$ cat src/design/rvgp_pkg.sv
`timescale 1ns / 1ps
`default_nettype none

package rvgp_pkg;

   localparam int RawWidth      = 32;
   localparam int PixWidth      = 8;
   localparam int CsrDataWidth  = 18;
   localparam int CsrIndexWidth = 3;
   localparam int ExpWidth      = 5;
   localparam int FracWidth     = 16;
   localparam int LogWidth      = ExpWidth + FracWidth;
   localparam int ScaleWidth    = 18;
   localparam int ProdWidth     = LogWidth + ScaleWidth;
   localparam int ScaleShift    = 28;
   localparam int MagWidth      = ProdWidth - ScaleShift;

   // Register indexes of the configuration port.
   localparam logic [CsrIndexWidth-1:0] CsrValueBytes    = 3'd0;
   localparam logic [CsrIndexWidth-1:0] CsrSignedInput   = 3'd1;
   localparam logic [CsrIndexWidth-1:0] CsrConversionMode = 3'd2;
   localparam logic [CsrIndexWidth-1:0] CsrPostMode      = 3'd3;
   localparam logic [CsrIndexWidth-1:0] CsrLogScale      = 3'd4;

   // Conversion codes; the unused code behaves as flatten.
   localparam logic [1:0] ConvFlatten = 2'd0;
   localparam logic [1:0] ConvScale   = 2'd1;
   localparam logic [1:0] ConvLog     = 2'd2;

   // Post-processing codes.
   localparam logic [1:0] PostNone   = 2'd0;
   localparam logic [1:0] PostSignum = 2'd1;
   localparam logic [1:0] PostInvert = 2'd2;
   localparam logic [1:0] PostZero   = 2'd3;

   localparam logic [PixWidth-1:0] MidLevel    = 8'd128;
   localparam logic [PixWidth-1:0] MaxLevel    = 8'd255;
   localparam logic [PixWidth-1:0] MinLevel    = 8'd0;
   localparam logic [PixWidth-1:0] PosLimit    = 8'd127;
   localparam logic [PixWidth-1:0] NegLimit    = 8'd128;
   localparam logic [MagWidth-1:0] LogSatLimit = 11'd127;

   localparam logic [2:0]  ResetValueBytes = 3'd1;
   localparam logic [17:0] ResetLogScale   = 18'd131072;

   typedef struct packed {
      logic [2:0]            value_bytes;
      logic                  signed_input;
      logic [1:0]            conversion_mode;
      logic [1:0]            post_mode;
      logic [ScaleWidth-1:0] log_scale;
   } rvgp_cfg_type;

   // Per-item results that ride alongside the logarithm.
   typedef struct packed {
      logic                neg;
      logic                zero;
      logic [PixWidth-1:0] lin_pix;
   } rvgp_side_type;

   typedef struct packed {
      rvgp_side_type         side;
      logic [ExpWidth-1:0]   exp;
      logic [FracWidth-1:0]  frac;
      logic [RawWidth-1:0]   mant;
   } rvgp_log_type;

endpackage

`default_nettype wire

$ cat src/design/rvgp_log_step.sv
`timescale 1ns / 1ps
`default_nettype none

module rvgp_log_step
   import rvgp_pkg::*;
(
   input  wire logic         clock,
   input  wire logic         reset,
   input  wire logic         adv,
   input  wire logic         in_valid,
   input  wire rvgp_log_type in_data,
   output      logic         out_valid,
   output      rvgp_log_type out_data
);

   // One fraction bit of log2: square the Q1.31 mantissa and renormalise.
   logic [2*RawWidth-1:0] sq;
   logic [RawWidth:0]     sq_q31;
   logic                  frac_bit;
   logic [RawWidth-1:0]   mant_in;

   assign sq       = in_data.mant * in_data.mant;
   assign sq_q31   = sq[2*RawWidth-1:RawWidth-1];
   assign frac_bit = sq_q31[RawWidth];
   assign mant_in  = frac_bit ? sq_q31[RawWidth:1] : sq_q31[RawWidth-1:0];

   always_ff @(posedge clock) begin
      if (reset) begin
         out_valid <= 1'b0;
      end else if (adv) begin
         out_valid <= in_valid;
      end
   end

   always_ff @(posedge clock) begin
      if (adv) begin
         out_data.side <= in_data.side;
         out_data.exp  <= in_data.exp;
         out_data.frac <= {in_data.frac[FracWidth-2:0], frac_bit};
         out_data.mant <= mant_in;
      end
   end

endmodule

`default_nettype wire

$ cat config.mk
export PLATFORM = sky130hd
export DESIGN_NAME = rvgp_log_step
export DESIGN_NICKNAME = d
export VERILOG_FILES = /design/src/design/rvgp_pkg.sv /design/src/design/rvgp_log_step.sv
export SDC_FILE = /design/constraint.sdc
export NUM_CORES = 2
export LEC_CHECK = 0
export ABC_AREA = 1
export BUFFER_PORTS_ARGS = -buffer_cell sky130_fd_sc_hd__buf_2
export CAP_MARGIN = 20
export CORE_UTILIZATION = 30
export CTS_CLUSTER_SIZE = 14
export DETAILED_ROUTE_END_ITERATION = 8
export MAX_ROUTING_LAYER = met4
export SLEW_MARGIN = 20
export SYNTH_ARGS = -nofsm -noshare
export SYNTH_HDL_FRONTEND = slang
export SYNTH_SLANG_ARGS = --single-unit
$ cat constraint.sdc
create_clock -name clock -period 8.3 [get_ports clock]
set_input_delay 0 -clock clock [delete_from_list [all_inputs] [get_ports clock]]
set_output_delay 0 -clock clock [all_outputs]
set_load 0.05 [all_outputs]
# Word level (Yosys, flattened, before mapping)
# Index checks and enable logic that the tools add are counted.
[totals] register_bits=64 inputBits=67 output_inout_bits=64 elab_cells=10
[classes] multipliers=1 n_mux=1
[op_table] cell="32-bit by 32-bit multiplier with 64-bit output" n=1
[op_table] cell="31-bit 2-to-1 mux" n=1

# Depth between registers and ports, before layout
[logic_depth] word_depth=2 depth_mapped=36 ltp_nobuf=33

# Worst setup path after synthesis
# OpenSTA, ideal clock, no wires.
[synth_path] kind="in2reg" from="in in_data[12] in the netlist's numbering" to="reg out_data[17] in the netlist's numbering, data pin" setup_ps=252 arrival_ps=6424 required_ps=8048 slack_ps=1624 stages=30 path_buffers=4 path_cell_list="clkbuf_1 > clkbuf_1 > clkbuf_1 > nand2_1 > fa_1 > inv_1 > fa_1 > fa_1 > inv_1 > fa_1 > inv_1 > fa_1 > inv_1 > fa_1 > inv_1 > fa_1 > fa_1 > ha_1 > nand2_1 > nor2_1 > nand2_1 > nor2_1 > nand2_1 > nand2_2 > nand2_2 > nand3_1 > nand2_4 > buf_4 > nand2_1 > nand2_1"
[synth_between] elab_chain_cells=2
[synth_rtl] item="start, declared" line="rvgp_log_step.sv:11" rtl="input wire rvgp_log_type in_data,"
[synth_rtl] item="32-bit by 32-bit multiplier with 64-bit output" line="rvgp_log_step.sv:22" rtl="assign sq = in_data.mant * in_data.mant;"
[synth_rtl] item="31-bit 2-to-1 mux" line="rvgp_log_step.sv:25" rtl="assign mant_in = frac_bit ? sq_q31[RawWidth:1] : sq_q31[RawWidth-1:0];"
[synth_rtl] item="via mant_in[17]" line="rvgp_log_step.sv:20" rtl="logic [RawWidth-1:0] mant_in;"
[synth_rtl] item="end, declared" line="rvgp_log_step.sv:13" rtl="output rvgp_log_type out_data"
# The timed path passes the listed nets, and every way through them passes these cells.
# A chain may end at the register's enable or synchronous reset.

# Worst setup path in the final report
[layout_path] from="in in_data[12] in the netlist's numbering" to="reg out_data[29] in the netlist's numbering, data pin"
# The elaborated chain is that of the path after synthesis.

==> results.json <==
{
  "status": "finished, final reports clean",
  "netlist_area_um2": 33900,
  "grt_pass1_wl_mm": 142,
  "crit_fanout": 34,
  "required_ps": 8370,
  "arrival_ps": 7280,
  "grt_overflow": 0,
  "period_needed_ps": 7220,
  "die_w_um": 338,
  "yosys.area.top_type_share_pct": 46.8,
  "grt_start_max_net_pins": 65,
  "use_met1_pct": 20.9,
  "cts_max_level": 3,
  "start_kind": "input port",
  "post_drt_wl_per_cell_um": 14.6,
  "crit_path_end_kind": "flip-flop",
  "global_route.usage.met2_pct": 28.4,
  "setup_tns_ps": 0,
  "slew_viol_final": 0,
  "rsz0062_at_grt": "false",
  "synthTopCellsByCount": "1447 x inv_1, 1117 x nand2_1, 791 x fa_1",
  "post-synth-top-count-cell": "inv_1",
  "fill_cells": 11732,
  "vias": 24773,
  "maxCapViolations": 0,
  "fin_crit_sh_pct": 87.0,
  "criticalPathCategory": "in2reg",
  "layout.nets": 5484,
  "first_iter_violations": 1319,
  "async_flop_share_pct": 0,
  "ctsRootBufferMaster": "clkbuf_16",
  "ios": 131,
  "synth-edff-count": 63,
  "core_um2": 111000,
  "antenna_found_initial": 5,
  "yosysWarnings": 0,
  "setup_viol_count_final": 0,
  "multi_input_area_um2": 26000,
  "cts_num_sinks": 64,
  "die-area_um2": 114000,
  "hpwlAfterDp_mm": 74.6,
  "post_cts_resized": 0,
  "grt.busiest_layer": "met2",
  "drtAntennaViolNets": 0,
  "insertion_delay_ps": 320,
  "hold_viol_final": 0,
  "place_congestion": 0.932,
  "grt_pass1_vias": 26938,
  "reg2reg_from": "out_valid",
  "synthFlopType": "edfxtp_1",
  "start_util_pct": 30.4,
  "yosys.area.top_type": "fa_1",
  "grt_use_total_pct": 16.2,
  "first_pass_iters": 5,
  "cts_setup_buffers": 0,
  "drt-total-wl_mm": 85.2,
  "synth_nets": 5392,
  "synth_area_leaders": "fa_1 47%, inv_1 16%, nand2_1 12%",
  "skew_ps": 0,
  "port_buffers": 129,
  "cts_tree": "yes",
  "slew_headroom_pct": 33.9,
  "synth_seq_cells": 64,
  "met3_usage_pct": 0.784,
  "num_rows": 122,
  "min_path_type": "in2reg",
  "area_growth_pct": 8.61,
  "cts.clk_slew.worst_paths_ps": 50,
  "cts_buffers": 9,
  "remaining_drc_errors": 0,
  "seq_area_um2": 1910,
  "fmax_mhz": 139,
  "hp-start": "in_data[49]",
  "seq_area_frac_synth_pct": 5.65,
  "tightest_slew_ps": 992,
  "syn_inst": 4234,
  "die_h_um": 338,
  "cts_max_path_buffers": 2,
  "vias_per_cell": 4.26,
  "avgSynthCellArea_um2": 8.00,
  "synth_cell_type_count": 37,
  "crit_start": "in_data[12]",
  "drive_gt1_share_pct": 4.69
}
stage by stage:
stage                     hold slack (ps)  instances  worst slack (ps)  instance area (um^2)  utilization, %
after floorplan                      72.4       4234              1620                 33900               -
after global placement                160       5771               786                 36100            32.5
after detailed placement              160       5771               783                 36100            32.5
after CTS                             373       5819              1070                 36800            33.0
after global routing                  388       5822               597                 36800            33.0
final                                 389       5822              1080                 36800            33.0
layout make-up:
class	instances	share of cell area, %
multi-input combinational	2611	70.8
inverter	1450	14.8
sequential	64	5.20
tap	1488	5.06
timing repair buffer	190	3.22
clock buffer	10	0.623
clock inverter	6	0.228
antenna	3	0.0204
worst paths after layout:
| path | to | slack (ps) | cells after the start |
|---|---|---|---|
| setup / recovery | out_data[29] | 1080 | 25 |
| hold / removal | out_data[49] | 390 | 2 |
| setup reg to reg | out_valid | 7130 | 3 |
| hold reg to reg | out_valid | 1060 | 3 |
sequential cells by signal, summed over array words and instances, names as in the netlist:
| signal | cells |
|---|---|
| out_data | 63 |
| out_valid | 1 |
critical path, stage by stage:
cell and delay (ps):
buf_2 720, nand2_1 210, inv_1 140, fa_1 430
inv_1 80, fa_1 430, fa_1 510, fa_1 530
inv_1 70, fa_1 550, fa_1 420, fa_1 570
fa_1 430, ha_1 450, nand2_1 220, nor2_2 230
nand2_1 150, inv_2 90, nand2_1 70, nor3_2 130
nand2_2 110, nand3_1 100, nand2_2 350, nand2_1 170
nand2_1 60
repair_timing:
item	in CTS	in global routing
hold buffers	32	0
hold endpoints to repair	31	0
setup endpoints to repair	0	0
kinds of logic after synthesis:
logic type,share of synthesized area [%]
flip-flops,5.65
buffers and inverters,17.4
AND/OR/NAND/NOR,15.8
AO/OA/AOI/OAI,2.00
multiplexers,0.0296
adder cells (fa/ha/maj),57.9
XOR/XNOR,1.27
metal layers:
metal | routed length [um] | part of all wire (%)
met5 | 0 | 0
met4 | 1410 | 1.7
met3 | 2640 | 3.1
met2 | 43600 | 51
met1 | 37600 | 44
placed cells by master, fill, tap and decap left out, types with 29 or more instances in the layout:
cell / netlist / routed
buf_4: 1 / 29
nand2_1: 1117 / 1117
dlygate4sd3_1: 0 / 32
ha_1: 300 / 300
nor2_1: 105 / 105
buf_2: 0 / 129
a21oi_1: 60 / 60
nand3_1: 71 / 71
inv_1: 1447 / 1447
xor2_1: 33 / 33
edfxtp_1: 63 / 63
fa_1: 791 / 791
Power is not shown: default switching activity piles up to over one toggle a cycle in this logic, so the estimate is an artifact.
