`src/design/rvgp_pkg.sv`:
```
`timescale 1ns / 1ps
`default_nettype none

package rvgp_pkg;

   localparam int RawWidth      = 32;
   localparam int PixWidth      = 8;
   localparam int CsrDataWidth  = 18;
   localparam int CsrIndexWidth = 3;
   localparam int ExpWidth      = 5;
   localparam int FracWidth     = 16;
   localparam int LogWidth      = ExpWidth + FracWidth;
   localparam int ScaleWidth    = 18;
   localparam int ProdWidth     = LogWidth + ScaleWidth;
   localparam int ScaleShift    = 28;
   localparam int MagWidth      = ProdWidth - ScaleShift;

   // Register indexes of the configuration port.
   localparam logic [CsrIndexWidth-1:0] CsrValueBytes    = 3'd0;
   localparam logic [CsrIndexWidth-1:0] CsrSignedInput   = 3'd1;
   localparam logic [CsrIndexWidth-1:0] CsrConversionMode = 3'd2;
   localparam logic [CsrIndexWidth-1:0] CsrPostMode      = 3'd3;
   localparam logic [CsrIndexWidth-1:0] CsrLogScale      = 3'd4;

   // Conversion codes; the unused code behaves as flatten.
   localparam logic [1:0] ConvFlatten = 2'd0;
   localparam logic [1:0] ConvScale   = 2'd1;
   localparam logic [1:0] ConvLog     = 2'd2;

   // Post-processing codes.
   localparam logic [1:0] PostNone   = 2'd0;
   localparam logic [1:0] PostSignum = 2'd1;
   localparam logic [1:0] PostInvert = 2'd2;
   localparam logic [1:0] PostZero   = 2'd3;

   localparam logic [PixWidth-1:0] MidLevel    = 8'd128;
   localparam logic [PixWidth-1:0] MaxLevel    = 8'd255;
   localparam logic [PixWidth-1:0] MinLevel    = 8'd0;
   localparam logic [PixWidth-1:0] PosLimit    = 8'd127;
   localparam logic [PixWidth-1:0] NegLimit    = 8'd128;
   localparam logic [MagWidth-1:0] LogSatLimit = 11'd127;

   localparam logic [2:0]  ResetValueBytes = 3'd1;
   localparam logic [17:0] ResetLogScale   = 18'd131072;

   typedef struct packed {
      logic [2:0]            value_bytes;
      logic                  signed_input;
      logic [1:0]            conversion_mode;
      logic [1:0]            post_mode;
      logic [ScaleWidth-1:0] log_scale;
   } rvgp_cfg_type;

   // Per-item results that ride alongside the logarithm.
   typedef struct packed {
      logic                neg;
      logic                zero;
      logic [PixWidth-1:0] lin_pix;
   } rvgp_side_type;

   typedef struct packed {
      rvgp_side_type         side;
      logic [ExpWidth-1:0]   exp;
      logic [FracWidth-1:0]  frac;
      logic [RawWidth-1:0]   mant;
   } rvgp_log_type;

endpackage

`default_nettype wire

```
`src/design/rvgp_back.sv`:
```
`timescale 1ns / 1ps
`default_nettype none

module rvgp_back
   import rvgp_pkg::*;
(
   input  wire logic                clock,
   input  wire logic                reset,
   input  wire logic                adv,
   input  wire rvgp_cfg_type        cfg,
   input  wire logic                in_valid,
   input  wire rvgp_log_type        in_data,
   output      logic                out_valid,
   output      logic [PixWidth-1:0] out_pixel
);

   logic [ProdWidth-1:0] prod;
   logic                 m_valid_ff;
   rvgp_side_type        m_side_ff;
   logic [MagWidth-1:0]  m_mag_ff;

   assign prod = {in_data.exp, in_data.frac} * cfg.log_scale;

   always_ff @(posedge clock) begin
      if (reset) begin
         m_valid_ff <= 1'b0;
      end else if (adv) begin
         m_valid_ff <= in_valid;
      end
   end

   always_ff @(posedge clock) begin
      if (adv) begin
         m_side_ff <= in_data.side;
         m_mag_ff  <= prod[ProdWidth-1:ScaleShift];
      end
   end

   logic [PixWidth-1:0] sat;
   logic [PixWidth-1:0] conv;
   logic [PixWidth-1:0] zero_level;

   always_comb begin
      sat        = (m_mag_ff > LogSatLimit) ? PosLimit : m_mag_ff[PixWidth-1:0];
      zero_level = cfg.signed_input ? MidLevel : MinLevel;

      if (cfg.conversion_mode == ConvLog) begin
         if (m_side_ff.zero) begin
            conv = zero_level;
         end else if (cfg.signed_input) begin
            conv = m_side_ff.neg ? (MidLevel - sat) : (MidLevel + sat);
         end else begin
            conv = m_mag_ff[PixWidth-1:0];
         end
      end else begin
         conv = m_side_ff.lin_pix;
      end

      case (cfg.post_mode)
         PostSignum: begin
            if (conv > MidLevel) begin
               out_pixel = MaxLevel;
            end else if (conv < MidLevel) begin
               out_pixel = MinLevel;
            end else begin
               out_pixel = conv;
            end
         end
         PostInvert: out_pixel = MaxLevel - conv;
         PostZero:   out_pixel = (conv == zero_level) ? MinLevel : MaxLevel;
         default:    out_pixel = conv;
      endcase
   end

   assign out_valid = m_valid_ff;

endmodule

`default_nettype wire

```
`config.mk`:
```
export PLATFORM = sky130hd
export DESIGN_NAME = rvgp_back
export DESIGN_NICKNAME = d
export VERILOG_FILES = /design/src/design/rvgp_pkg.sv /design/src/design/rvgp_back.sv
export SDC_FILE = /design/constraint.sdc
export NUM_CORES = 1
export LEC_CHECK = 0
export BUFFER_PORTS_ARGS = -buffer_cell sky130_fd_sc_hd__buf_2
export CORE_MARGIN = 1.5
export CORE_UTILIZATION = 47
export DETAILED_ROUTE_END_ITERATION = 6
export GPL_TIMING_DRIVEN = 0
export PLACE_DENSITY_LB_ADDON = 0.1
export SYNTH_ARGS = -nofsm -noshare
export SYNTH_HDL_FRONTEND = slang
export SYNTH_SLANG_ARGS = --single-unit
```
`constraint.sdc`:
```
create_clock -name clock -period 15.2 [get_ports clock]
set_input_delay 1.52 -clock clock [delete_from_list [all_inputs] [get_ports clock]]
set_output_delay 1.52 -clock clock [all_outputs]
set_load 0.02 [all_outputs]
```
-- Yosys cells after proc, flatten, opt, wreduce, memory -nomap -nowiden
Cells that the tools add are included.
- bits in registers: 22
- bits in latches: 0
- RAM bits: 0
- ROM bits: 0
- bits of input ports: 93
- output and inout port bits: 9
- word-level logic and storage cells: 27
- memories: 0
- add/sub/neg operators: 3
- multiply operators: 1
- divide/modulo/power cells: 0
- magnitude comparators: 3
- equal/unequal tests: 5
- shifts and indexed selects: 0
- mux-type cells: 10
- bitwise gates (word level): 0
- reduce and logical (&&, ||, !) cells: 0
- operator list (cell ; number):
    2-to-1 mux 8 bit ; 9
    multiplier 21 x 18 -> 39 bit ; 1
    case mux 8 bit (3 select lines) ; 1
    subtractor 8 bit (first input constant) ; 2
    greater-than comparator 11 x 7 -> 1 bit (second input constant) ; 1
    adder 8 bit (first input constant) ; 1
    == test 8 bit ; 1
    greater-than comparator 8 bit (second input constant) ; 1
    less-than comparator 8 bit (second input constant) ; 1
    == test 2 bit (second input constant) ; 3
    == test 2 x 1 -> 1 bit (second input constant) ; 1

-- Depth between registers and ports, before layout
- word-level depth: 11
- mapped depth: 23
- mapped depth without buffers: 22

-- Least setup slack after synthesis
OpenSTA, ideal clock, no wires.
- path kind: input port to flip-flop
- start point: in in_data[42] (netlist bit)
- end point: reg m_mag_ff[0] (data pin)
- library setup time: 0.262 ns
- arrival: 7.133 ns
- data required time: 14.938 ns
- path slack: 7.805 ns
- cell stages on the path: 23
- path buffers: 2
- cells stage by stage: clkbuf_1 > clkbuf_1 > nand2_1 > fa_1 > inv_1 > fa_1 > fa_1 > inv_1 > fa_1 > inv_1 > fa_1 > inv_1 > fa_1 > inv_1 > ha_1 > o21a_1 > nor2_1 > or4b_2 > a31o_2 > a211oi_1 > o21bai_1 > a21oi_1 > xor2_1
- cells in the longest elaborated chain, start to end: 1
- RTL lines (what ; line ; source):
    start, declared ; rvgp_back.sv:12 ; input wire rvgp_log_type in_data,
    multiplier 21 x 18 -> 39 bit ; rvgp_back.sv:22 ; assign prod = {in_data.exp, in_data.frac} * cfg.log_scale;
    net prod[28] ; rvgp_back.sv:17 ; logic [ProdWidth-1:0] prod;
    end signal, assigned ; rvgp_back.sv:35 ; m_mag_ff <= prod[ProdWidth-1:ScaleShift];
    end, declared ; rvgp_back.sv:20 ; logic [MagWidth-1:0] m_mag_ff;
The timed path passes the listed nets, and every way through them passes these cells.
A chain may end at the register's enable or synchronous reset.

-- Worst setup path after layout
Ends and elaborated chain as after synthesis.

==> flow_summary.toml <==
[timing]
relSlewSlack_pct = 37.85
hold_violations = 0
fin_tns_setup_ns = 0
worst-slew-pin-transition_ns = 0.9260
clock.fmax_mhz = 114.6
rsz0062_at_grt = "false"
finalSetupViolations = 0
fin_skew_ns = 0
finalMaxSlewViolations = 0
hold_slack_ns = 0.4913
period_minus_slack_ns = 8.729
final.period_utilization_pct = 57.42

[pwr]
power_leakage_nw = 7.207
clockPowerShare_pct = 2.4
p_sw_share_pct = 56.69
powerDensity_nw_per_um2 = 219.3
ir_drop_mv = 0.3693
power_frac_seq_pct = 4.8
internal-power_mw = 1.302
power_frac_comb_pct = 92.8
p_sw_mw = 1.704

[placement]
dpl.hpwl_um = 28620
gp_congestion = 0.8701
numPortBuffers = 53
place_inst = 1873
placed_area_sq_um = 13600

[detailed_routing]
drcViolationCount = 0
routed_wl_um = 32540
drt_iter0_markers = 580
wire_per_inst_um = 17.34
via_count = 9466
drtAntennaViolNets = 0
dr.pass1.iters = 5
vias_per_cell = 5.043

[critical_path]
rrSetupSlack_ns = 14.63
crit_required_ns = 15.20
crit_path_cell_trace = "clkbuf_1, clkbuf_1, nand2_1, fa_1, inv_1, fa_1, fa_1, inv_1, fa_1, inv_1, fa_1, inv_1, fa_1, inv_1, ha_1, o21a_1, nor2_1, or4b_2, a31o_2, a211oi_1, o21bai_1, a21oi_1, xor2_1"
cp_max_fo = 10
end_kind = "flip-flop"
max_stage_delay_ns = 0.72
regToRegEndpoint = "out_valid"
critPathKind = "in2reg"
slowest_stage = "or4b_2"
reg2reg_depth = 2
worstPathArrival_ns = 8.73
critPathLaunchType = "input port"
rr_startpoint = "out_valid"
cpMostUsedCell = "fa_1"

[global_route]
first_global_vias = 9717
grt_max_degree = 23
grt_overflow = 0
antenna_found_initial = 1
grt_pass1_wl_um = 53490
gr-usage-all-layers_pct = 24.53

[layout]
post-route-util_pct = 50.85
num_antenna_cells = 0
multi_input_area_sq_um = 10530
drive_gt1_share_pct = 4.818
nFillCells = 2679
final_area_sq_um = 13700
area_growth_pct = 6.175
stdcell_count = 1877
fin_nets = 2043
register_area_sq_um = 650.6

[logic_synthesis]
yosysTopAreaCell = "fa_1"
synthTopCellsByArea = "fa_1 47%, inv_1 11%, ha_1 11%"
yosysUniqueCellTypes = 61
async_flop_share_pct = 0
synth_commonest_cells = "383 x inv_1, 302 x fa_1, 256 x nand2_1, 135 x and2_1, 111 x ha_1"
synth_warnings = 0
synthFlopType = "edfxtp_1"
syn-num-nets = 1985
syn_area_per_cell_sq_um = 8.727
syn_inst = 1479
syn_area_sq_um = 12910
ys_seq_area_share_pct = 5.041
synth.most_common_cell = "inv_1"
synth_edf_count = 21
yosysTopAreaCellShare_pct = 46.84
synth_seq_cells = 22

[min_path]
min_delay_path_depth = 2
worstHoldStart = "out_valid"
min_to = "out_valid"
min_path_type = "reg2reg"

[die]
dieArea_sq_um = 28470
floorplan.initialDensity_pct = 47.89
row_count = 60
fp.coreArea_sq_um = 26950
die_w_um = 168.7
die_h_um = 168.7
io_pins = 102

[clock_network]
cts_tree = "done"
cts_resized = 0
clkLatencyLatePin_ns = 0.26
cts_root_buf = "clkbuf_16"
cts_buffer_depth = 2
cts_made_buffers = 3
ctsHoldBuffers = 0
htree_levels = 1
clkTransAtPathRegs_ns = 0.06
cts_sinks = 22
cts_setup_buffers = 0

[outcome]
status = "finished clean"

[run]
maxCapViolCount = 0
## area by class of cell
class / count / share of cell area [%]
plain buffers: 74 / 2.127
clock inverters: 1 / 0.2191
clock buffers: 3 / 0.5478
multi-input cells: 1000 / 76.82
repair buffers: 53 / 1.936
inverters: 383 / 10.49
flip-flops and latches: 22 / 4.748
well taps: 341 / 3.113
## placed cells by master (no fill, tap or decap), types with 3 or more instances in the layout
cell,instances
a31oi_1,3
nand2_1,256
nor2b_1,5
a21o_1,11
nor2_1,32
nand2b_1,5
or3b_2,3
clkbuf_16,3
fa_1,302
and2_1,135
buf_1,3
buf_2,53
clkbuf_1,68
nor3_1,11
edfxtp_1,21
ha_1,111
nand4_1,3
a211oi_1,5
nand3_1,7
xor2_1,8
inv_1,383
xnor2_1,13
o21ai_0,16
a21oi_1,28
## critical path, delay by kind of cell
kind	cells	cell delay [ns]
fa+ha+maj	7	3.47
compound gates	5	1.24
simple gates	3	0.94
buf+inv	7	1.14
xor+xnor	1	0.41
## stage by stage
stage	power, mW	setup slack [ns]
after floorplan	2.134	7.805
after global placement	2.928	6.198
after detailed placement	2.964	6.197
after CTS	3.071	6.450
after global routing	3.475	6.167
final	3.005	6.471
## routing by layer
layer | vias to the layer above | routed length [um] | track usage [%]
li1 | 4424 | - | -
met1 | 4812 | 14670 | 35.31
met2 | 205 | 15840 | 41.90
met3 | 25 | 1734 | 1.987
met4 | 0 | 293 | 2.756
met5 | - | 0 | 0
## sequential cells by signal (all words and copies together) (netlist names)
name       flops
m_side_ff     10
out_valid      1
m_mag_ff      11
## power by group through the flow
stage | Clock [mW] | Sequential [mW] | Combinational (mW)
2_1_floorplan | 0 | 0.140 | 1.99
3_3_place_gp | 0 | 0.145 | 2.78
3_5_place_dp | 0 | 0.145 | 2.82
4_1_cts | 0.0756 | 0.144 | 2.85
5_1_grt | 0.0775 | 0.147 | 3.25
6_report | 0.0736 | 0.144 | 2.79
## logic make-up after synthesis
group	count (synthesis)	synth area share, %
DFF	22	5.041
buffers and inverters	457	13.40
xor gates and xnor gates	21	1.425
and+or+nand+nor	473	17.69
AOI/OAI and AO/OA	91	4.692
adders and majority gates	413	57.60
muxes	2	0.1551
## worst max path at each step
stage / depth (start not counted) / slack (ns) / start / to
floorplan: 23 / 7.80 / in_data[42] / m_mag_ff[0]
global placement: 23 / 6.20 / in_data[42] / m_mag_ff[0]
detailed placement: 23 / 6.20 / in_data[42] / m_mag_ff[10]
CTS: 23 / 6.45 / in_data[42] / m_mag_ff[10]
global route: 23 / 6.17 / in_data[42] / m_mag_ff[0]
finish: 23 / 6.47 / in_data[42] / m_mag_ff[0]
(Power assumes the default switching activity.)
