## src/design/rvgp_pkg.sv

```systemverilog
`timescale 1ns / 1ps
`default_nettype none

package rvgp_pkg;

   localparam int RawWidth      = 32;
   localparam int PixWidth      = 8;
   localparam int CsrDataWidth  = 18;
   localparam int CsrIndexWidth = 3;
   localparam int ExpWidth      = 5;
   localparam int FracWidth     = 16;
   localparam int LogWidth      = ExpWidth + FracWidth;
   localparam int ScaleWidth    = 18;
   localparam int ProdWidth     = LogWidth + ScaleWidth;
   localparam int ScaleShift    = 28;
   localparam int MagWidth      = ProdWidth - ScaleShift;

   // Register indexes of the configuration port.
   localparam logic [CsrIndexWidth-1:0] CsrValueBytes    = 3'd0;
   localparam logic [CsrIndexWidth-1:0] CsrSignedInput   = 3'd1;
   localparam logic [CsrIndexWidth-1:0] CsrConversionMode = 3'd2;
   localparam logic [CsrIndexWidth-1:0] CsrPostMode      = 3'd3;
   localparam logic [CsrIndexWidth-1:0] CsrLogScale      = 3'd4;

   // Conversion codes; the unused code behaves as flatten.
   localparam logic [1:0] ConvFlatten = 2'd0;
   localparam logic [1:0] ConvScale   = 2'd1;
   localparam logic [1:0] ConvLog     = 2'd2;

   // Post-processing codes.
   localparam logic [1:0] PostNone   = 2'd0;
   localparam logic [1:0] PostSignum = 2'd1;
   localparam logic [1:0] PostInvert = 2'd2;
   localparam logic [1:0] PostZero   = 2'd3;

   localparam logic [PixWidth-1:0] MidLevel    = 8'd128;
   localparam logic [PixWidth-1:0] MaxLevel    = 8'd255;
   localparam logic [PixWidth-1:0] MinLevel    = 8'd0;
   localparam logic [PixWidth-1:0] PosLimit    = 8'd127;
   localparam logic [PixWidth-1:0] NegLimit    = 8'd128;
   localparam logic [MagWidth-1:0] LogSatLimit = 11'd127;

   localparam logic [2:0]  ResetValueBytes = 3'd1;
   localparam logic [17:0] ResetLogScale   = 18'd131072;

   typedef struct packed {
      logic [2:0]            value_bytes;
      logic                  signed_input;
      logic [1:0]            conversion_mode;
      logic [1:0]            post_mode;
      logic [ScaleWidth-1:0] log_scale;
   } rvgp_cfg_type;

   // Per-item results that ride alongside the logarithm.
   typedef struct packed {
      logic                neg;
      logic                zero;
      logic [PixWidth-1:0] lin_pix;
   } rvgp_side_type;

   typedef struct packed {
      rvgp_side_type         side;
      logic [ExpWidth-1:0]   exp;
      logic [FracWidth-1:0]  frac;
      logic [RawWidth-1:0]   mant;
   } rvgp_log_type;

endpackage

`default_nettype wire

```

## src/design/rvgp_front.sv

```systemverilog
`timescale 1ns / 1ps
`default_nettype none

module rvgp_front
   import rvgp_pkg::*;
(
   input  wire logic                clock,
   input  wire logic                reset,
   input  wire logic                adv,
   input  wire rvgp_cfg_type        cfg,
   input  wire logic                in_valid,
   input  wire logic [RawWidth-1:0] raw_value,
   output      logic                out_valid,
   output      rvgp_log_type        out_data
);

   // Stage A: width selection, sign, magnitude and the non-log pixel.
   logic [1:0]          bsel;
   logic [RawWidth-1:0] mask;
   logic [RawWidth-1:0] u;
   logic                sign_bit;
   logic                neg;
   logic [RawWidth-1:0] mag;
   logic [RawWidth-1:0] shifted;
   logic [PixWidth-1:0] clamp8;
   logic [PixWidth-1:0] val8;
   logic [PixWidth-1:0] lin_pix;

   logic                a_valid_ff;
   rvgp_side_type       a_side_ff;
   logic [RawWidth-1:0] a_mag_ff;

   always_comb begin
      if (cfg.value_bytes == 3'd0) begin
         bsel = 2'd0;
      end else if (cfg.value_bytes > 3'd4) begin
         bsel = 2'd3;
      end else begin
         bsel = 2'(cfg.value_bytes - 3'd1);
      end

      case (bsel)
         2'd0:    mask = 32'h0000_00FF;
         2'd1:    mask = 32'h0000_FFFF;
         2'd2:    mask = 32'h00FF_FFFF;
         default: mask = 32'hFFFF_FFFF;
      endcase

      u = raw_value & mask;

      case (bsel)
         2'd0:    sign_bit = u[7];
         2'd1:    sign_bit = u[15];
         2'd2:    sign_bit = u[23];
         default: sign_bit = u[31];
      endcase

      neg     = cfg.signed_input & sign_bit;
      mag     = neg ? ((~u + 32'd1) & mask) : u;
      shifted = mag >> {bsel, 3'b000};

      if (cfg.signed_input) begin
         if (neg) begin
            clamp8 = (mag > 32'(NegLimit)) ? NegLimit : mag[PixWidth-1:0];
         end else begin
            clamp8 = (mag > 32'(PosLimit)) ? PosLimit : mag[PixWidth-1:0];
         end
      end else begin
         clamp8 = (mag > 32'(MaxLevel)) ? MaxLevel : mag[PixWidth-1:0];
      end

      val8 = (cfg.conversion_mode == ConvScale) ? shifted[PixWidth-1:0] : clamp8;

      // Signed levels are centred on mid grey; arithmetic wraps at eight bits.
      if (cfg.signed_input) begin
         lin_pix = neg ? (MidLevel - val8) : (MidLevel + val8);
      end else begin
         lin_pix = val8;
      end
   end

   // Stage B: position of the leading one.
   logic [ExpWidth-1:0] exp_c;
   logic                b_valid_ff;
   rvgp_side_type       b_side_ff;
   logic [RawWidth-1:0] b_mag_ff;
   logic [ExpWidth-1:0] b_exp_ff;

   always_comb begin
      exp_c = '0;
      for (int i = 0; i < RawWidth; i++) begin
         if (a_mag_ff[i]) begin
            exp_c = ExpWidth'(i);
         end
      end
   end

   // Stage C: normalise the magnitude so that its leading one is bit 31.
   logic [RawWidth-1:0] norm_c;

   assign norm_c = b_mag_ff << (ExpWidth'(RawWidth - 1) - b_exp_ff);

   always_ff @(posedge clock) begin
      if (reset) begin
         a_valid_ff <= 1'b0;
         b_valid_ff <= 1'b0;
         out_valid  <= 1'b0;
      end else if (adv) begin
         a_valid_ff <= in_valid;
         b_valid_ff <= a_valid_ff;
         out_valid  <= b_valid_ff;
      end
   end

   always_ff @(posedge clock) begin
      if (adv) begin
         a_side_ff     <= '{neg: neg, zero: (mag == '0), lin_pix: lin_pix};
         a_mag_ff      <= mag;
         b_side_ff     <= a_side_ff;
         b_mag_ff      <= a_mag_ff;
         b_exp_ff      <= exp_c;
         out_data.side <= b_side_ff;
         out_data.exp  <= b_exp_ff;
         out_data.frac <= '0;
         out_data.mant <= norm_c;
      end
   end

endmodule

`default_nettype wire

```

## config.mk

```make
export PLATFORM = sky130hd
export DESIGN_NAME = rvgp_front
export DESIGN_NICKNAME = d
export VERILOG_FILES = /design/src/design/rvgp_pkg.sv /design/src/design/rvgp_front.sv
export SDC_FILE = /design/constraint.sdc
export NUM_CORES = 1
export LEC_CHECK = 0
export ABC_AREA = 1
export BUFFER_PORTS_ARGS = -buffer_cell sky130_fd_sc_hd__buf_2
export CAP_MARGIN = 20
export CORE_MARGIN = 3
export CORE_UTILIZATION = 54
export CTS_CLUSTER_DIAMETER = 120
export DETAILED_ROUTE_END_ITERATION = 8
export GPL_TIMING_DRIVEN = 0
export PLACE_DENSITY = 0.86
export SLEW_MARGIN = 10
export SYNTH_ARGS = -nofsm -noshare
export SYNTH_HDL_FRONTEND = slang
export SYNTH_SLANG_ARGS = --single-unit
```

## constraint.sdc

```tcl
create_clock -name clock -period 5.48 [get_ports clock]
set_input_delay 1.37 -clock clock [delete_from_list [all_inputs] [get_ports clock]]
set_output_delay 1.37 -clock clock [all_outputs]
set_load 0.005 [all_outputs]
```

-- After elaboration in Yosys (flattened, before gate mapping)
Cells that the tools add are included.
- register bits after elaboration: 139
- output and inout port bits: 64
- word-level logic and storage cells: 89
- add/subtract/negate cells: 5
- order comparisons: 4
- equal/unequal tests: 3
- shift operators: 2
- muxes and demuxes: 43
- bitwise logic cells: 4
- reduce and logical (&&, ||, !) cells: 7
- operators with widths (operator ; count):
    $pmux 32 s3 ; 1
    $mux 5 ; 14
    $and 32x32->32 ; 2
    $gt 32x8->1 const B ; 2
    $mux 8 ; 8
    $add 32x1->32 const B ; 1
    $gt 32x7->1 const B ; 1
    $logic_not 32->1 ; 1
    $mux 32 ; 1
    $mux 4 ; 8
    $not 32->32 ; 1
    $shl 32x5->32 ; 1
    $shr 32x5->8 ; 1
    $reduce_or 16->1 ; 1
    $mux 3 ; 4
    $add 8x8->8 const A ; 1
    $mux 2 ; 4
    $reduce_or 8->1 ; 1
    $sub 8x8->8 const A ; 1
    $sub 5x5->5 const A ; 1
    $eq 2x1->1 const B ; 2
    $reduce_or 4->1 ; 1
    $gt 3x3->1 const B ; 1
    $logic_not 3->1 ; 1
    7 further kinds ; 8

-- Logic depth before layout (Yosys ltp)
- depth in word-level cells: 30
- depth in mapped cells: 30
- mapped depth without buffers: 30

-- Least setup slack after synthesis
OpenSTA, ideal clock, no wires.
- kind: input to register
- start: input port cfg[23] in the netlist's numbering
- end: register a_side_ff[4] in the netlist's numbering, data pin
- arrival time: 4180 ps
- path slack: 1042 ps
- stages on the path: 28
- path buffers: 1
- cells stage by stage: inv_1 > ha_1 > inv_1 > nand2_4 > nand2_4 > nand2_2 > or2_4 > nand2_4 > nor2_8 > buf_6 > nand2_1 > nand2_1 > nand3_1 > nand2_1 > nor2_1 > nand2_1 > nor2_4 > o21ai_2 > nand2_4 > nand2_1 > nand2_1 > nand2_1 > a21oi_4 > inv_1 > ha_1 > nand3_1 > nand2_1 > xor2_1
- cells in the longest elaborated chain, start to end: 18
- elaborated cells on any way between the ends: 30
- classes of those cells: add/sub: 4; order compare: 4; eq/ne: 2; shift: 1; mux: 13; bitwise: 4; reduce/logical: 2
- ends and longest elaborated chain (item ; line ; source):
    start, declared ; rvgp_front.sv:10 ; input wire rvgp_cfg_type cfg,
    $gt 3x3->1 or $sub 2x1->2 (tied branches) ; rvgp_front.sv:36, rvgp_front.sv:39 ;
    $mux 2 ; rvgp_front.sv:36 ; end else if (cfg.value_bytes > 3'd4) begin
    $mux 2 (*) ; rvgp_front.sv:34 ; if (cfg.value_bytes == 3'd0) begin
    $eq 2x2->1 (tied with other cells) ; rvgp_front.sv:42, rvgp_front.sv:51 ;
    $pmux 32 s3 ; rvgp_front.sv:42 ; case (bsel)
    $and 32x32->32 ; rvgp_front.sv:49 ; u = raw_value & mask;
    $not 32->32 ; rvgp_front.sv:59 ; mag = neg ? ((~u + 32'd1) & mask) : u;
    $add 32x1->32 ; rvgp_front.sv:59 ;
    [... 3 more ...] ; n/a ;
    $mux 8 (on tied branches) ; rvgp_front.sv:66, rvgp_front.sv:64 ;
    $mux 8 ; rvgp_front.sv:63 ; if (neg) begin
    $mux 8 ; rvgp_front.sv:62 ; if (cfg.signed_input) begin
    $mux 8 ; rvgp_front.sv:72 ; val8 = (cfg.conversion_mode == ConvScale) ? shifted[PixWidth-1:0] : clamp8;
    $add 8x8->8 or $sub 8x8->8 (tied branches) ; rvgp_front.sv:76 ; lin_pix = neg ? (MidLevel - val8) : (MidLevel + val8);
    $mux 8 ; rvgp_front.sv:76 ;
    $mux 8 (*) ; rvgp_front.sv:75 ; if (cfg.signed_input) begin
    net lin_pix[4] ; rvgp_front.sv:27 ; logic [PixWidth-1:0] lin_pix;
    end signal, assigned ; rvgp_front.sv:117 ; a_side_ff <= '{neg: neg, zero: (mag == '0), lin_pix: lin_pix};
    end, declared ; rvgp_front.sv:30 ; rvgp_side_type a_side_ff;
Mark *: on every way through the listed nets, which the timed path passes. The rest lies on a longest branch.
A chain may end at the register's enable or synchronous reset.

-- Worst setup path in the final report
Ends and elaborated chain as after synthesis.

==> impl_metrics.toml <==
[synth]
yosys_warnings = 0
yosys.area_share.simple = 0.2802
synthMuxAreaShare = 0.01041
ys.flop_type = "edfxtp_1"
synth_compound_area_frac = 0.1225
synth.area.top_cells = "edfxtp_1 47%, nand2_1 13%, nand3_1 5.8%"
synth_cell_types = 50
syn_area_um2 = 8655
synth-edff-count = 136
avgSynthCellArea_um2 = 8.149
synth-seq-cells = 139
synth-adder-area-share = 0.005783
synth-seq-area-share = 0.4788
synthTopCellsByCount = "295 x nand2_1, 136 x edfxtp_1, 117 x inv_1, 101 x nand3_1, 97 x o21ai_0"
synth_top_family_by_area = "simple AND/OR/NAND/NOR gates"
async_flop_share = 0
synth_most_common_cell = "nand2_1"
synth_area_leader_cell = "edfxtp_1"
syn-instance-count = 1062
synth-xor-area-share = 0.007951
synth.top_cell.area_share = 0.4719

[worst_setup_path]
r2r-end = "out_data[28]"
r2r-start = "b_exp_ff[0]"
cp-end-kind = "flop"
reg2reg_depth = 11
crit_type = "in -> reg"
critPathLaunchType = "input pin"
cp_max_fo = 10
rrSetupSlack_ps = 2880
crit_arrival_ps = 5030
crit_required_ps = 5640

[die]
start_util = 0.5610
coreArea_um2 = 15430
die_area_um2 = 17580
rows = 45
die_w_um = 132.6
die-height_um = 132.6
io_pins = 126

[clocking]
clk_path_buf_depth = 2
cts_hold_buf = 0
cts_resized = 0
cts_buffers = 17
clkLatencyLatePin_ps = 420
cts_root_buffer = "clkbuf_16"
cts_setup_buffers = 0
htree_levels = 4
cts_sinks = 139
cts_tree = "yes"
clk_pin_slew_ps = 60

[hold_path]
min_from = "b_side_ff[9]"
hold_path_class = "reg -> reg"
min_path_cells = 0
hold_end = "out_data[62]"

[timing]
hold_viol = 0
period_minus_slack_ps = 4866
fin_crit_sh = 0.8880
setup_violations = 0
clock-skew-final_ps = 13.80
rsz0062_at_grt = "false"
tightest_slew_ps = 900.0
max_freq_ghz = 0.2055
slew_viol_final = 0
fin_tns_setup_ps = 0
relSlewSlack = 0.3845

[grt]
antenna_found_initial = 0
grt_usage = 0.2239
grt_pass1_wl_um = 32170
grt_pass1_vias = 6916
grt_max_degree = 93
overflow = 0

[finish]
drive_gt1_frac = 0.1793
antennaDiodeCount = 0
multiInputGateArea_um2 = 3754
nets = 1252
num-fill-cells = 1306
seqCellArea_um2 = 4144
final_core_util = 0.6493
syn_to_final_growth_pct = 15.74

[route]
drc = 0
vias = 7383
viasPerCell = 5.236
wl_um = 19280
first_iter_violations = 664
wl_per_cell_um = 13.67
ant_nets = 0
drtPass1Iterations = 6

[placement]
dpl.hpwl_um = 15070
gp_congestion = 1.026
port_buffers = 89

[pwr]
p_int_uw = 2146
clockPowerShare = 0.351
p_sw_uw = 895.1
power_density_nw_per_um2 = 303.6
switching_share = 0.2943
combPwrFrac = 0.206
irDropWorstVdd_mv = 0.1919
seqPwrFrac = 0.443
power_leakage_uw = 0.004505

[run_status]
status = "completed"

[flow_run]
cap_violations = 0
## cells in the final DEF (no fill, tap or decap), types with 7 or more instances in the layout
cell	netlist	routed
mux2i_1	9	9
nand2_2	10	10
nand3_1	101	101
nor2_2	7	7
buf_6	7	8
o211ai_1	7	7
inv_2	8	8
nand2_1	295	295
buf_4	17	17
buf_2	2	90
o21ai_0	97	97
nor2_1	79	79
clkbuf_16	0	17
conb_1	1	16
a21oi_1	38	38
nand3_2	12	12
o21ai_2	9	9
inv_1	117	117
edfxtp_1	136	136
clkbuf_1	27	27
## per-layer routing
| metal | vias to the layer above | GRT usage | part of all wire |
|---|---|---|---|
| li1 | 3772 | - | - |
| met1 | 3255 | 0.2718 | 0.41 |
| met2 | 291 | 0.3758 | 0.48 |
| met3 | 65 | 0.04601 | 0.058 |
| met4 | 0 | 0.1207 | 0.047 |
| met5 | - | 0 | 0 |
## cells by family after synthesis
family	Yosys count
AO/OA/AOI/OAI	182
XOR/XNOR	7
adder cells (fa/ha/maj)	4
buffers and inverters	185
flip-flops	139
multiplexers	9
other	1
AND/OR/NAND/NOR	535
## flip-flops by register name, summed over array words and instances, names as in the netlist
register,cells
out_data,47
a_mag_ff,32
b_mag_ff,32
a_side_ff,10
b_side_ff,10
b_exp_ff,5
a_valid_ff,1
b_valid_ff,1
out_valid,1
## stage by stage
step,instances,instance area [µm²],hold slack [ps],worst slack (ps),power (µW)
global placement,1377,9420,401.0,398.0,1966
detailed placement,1378,9454,404.5,275.2,1984
finish,1410,10020,417.5,613.7,3041
floorplan,1077,8711,400.3,1042,1783
global route,1410,10020,423.7,231.8,3200
CTS,1410,10020,416.9,659.2,3048
## cell type report
| cell class | count | area share |
|---|---|---|
| repair buffers | 90 | 0.04784 |
| well taps | 211 | 0.02636 |
| clock buffers | 17 | 0.04247 |
| clock inverters | 15 | 0.01374 |
| inverters | 128 | 0.04796 |
| plain buffers | 57 | 0.03323 |
| multi-input cells | 753 | 0.3747 |
| flip-flops and latches | 139 | 0.4137 |
## power groups by stage
stage | Clock (µW) | Sequential (µW) | Combinational [µW]
finish | 1070 | 1350 | 626
global route | 1130 | 1360 | 709
CTS | 1080 | 1350 | 619
detailed placement | 0 | 1370 | 615
global placement | 0 | 1370 | 600
floorplan | 0 | 1360 | 420
## worst max-delay path by stage
stage,startpoint,to,slack (ps),cells past startpoint
floorplan,cfg[23],a_side_ff[4],1040,28
global placement,cfg[23],a_side_ff[4],400,28
detailed placement,cfg[23],a_side_ff[4],280,28
CTS,cfg[23],a_side_ff[4],660,28
global route,cfg[23],a_side_ff[4],230,28
finish,cfg[23],a_side_ff[4],610,27
## worst max-delay path: stages
cell	delay (ps)
buf_2	110
inv_1	70
ha_1	310
inv_1	100
nand2_4	70
nand2_4	130
nand2_2	70
or2_4	260
nand2_4	110
nor2_8	60
buf_6	160
o21ai_1	500
nand2_1	140
nor2_1	150
nand2_1	60
nor2_1	120
o21ai_2	80
nand2_4	110
nand2_1	70
nand2_1	50
nand2_1	80
a21oi_4	200
inv_1	70
ha_1	240
nand3_1	90
nand2_1	60
xor2_1	180
No activity file was read; power rests on OpenSTA's default activity.
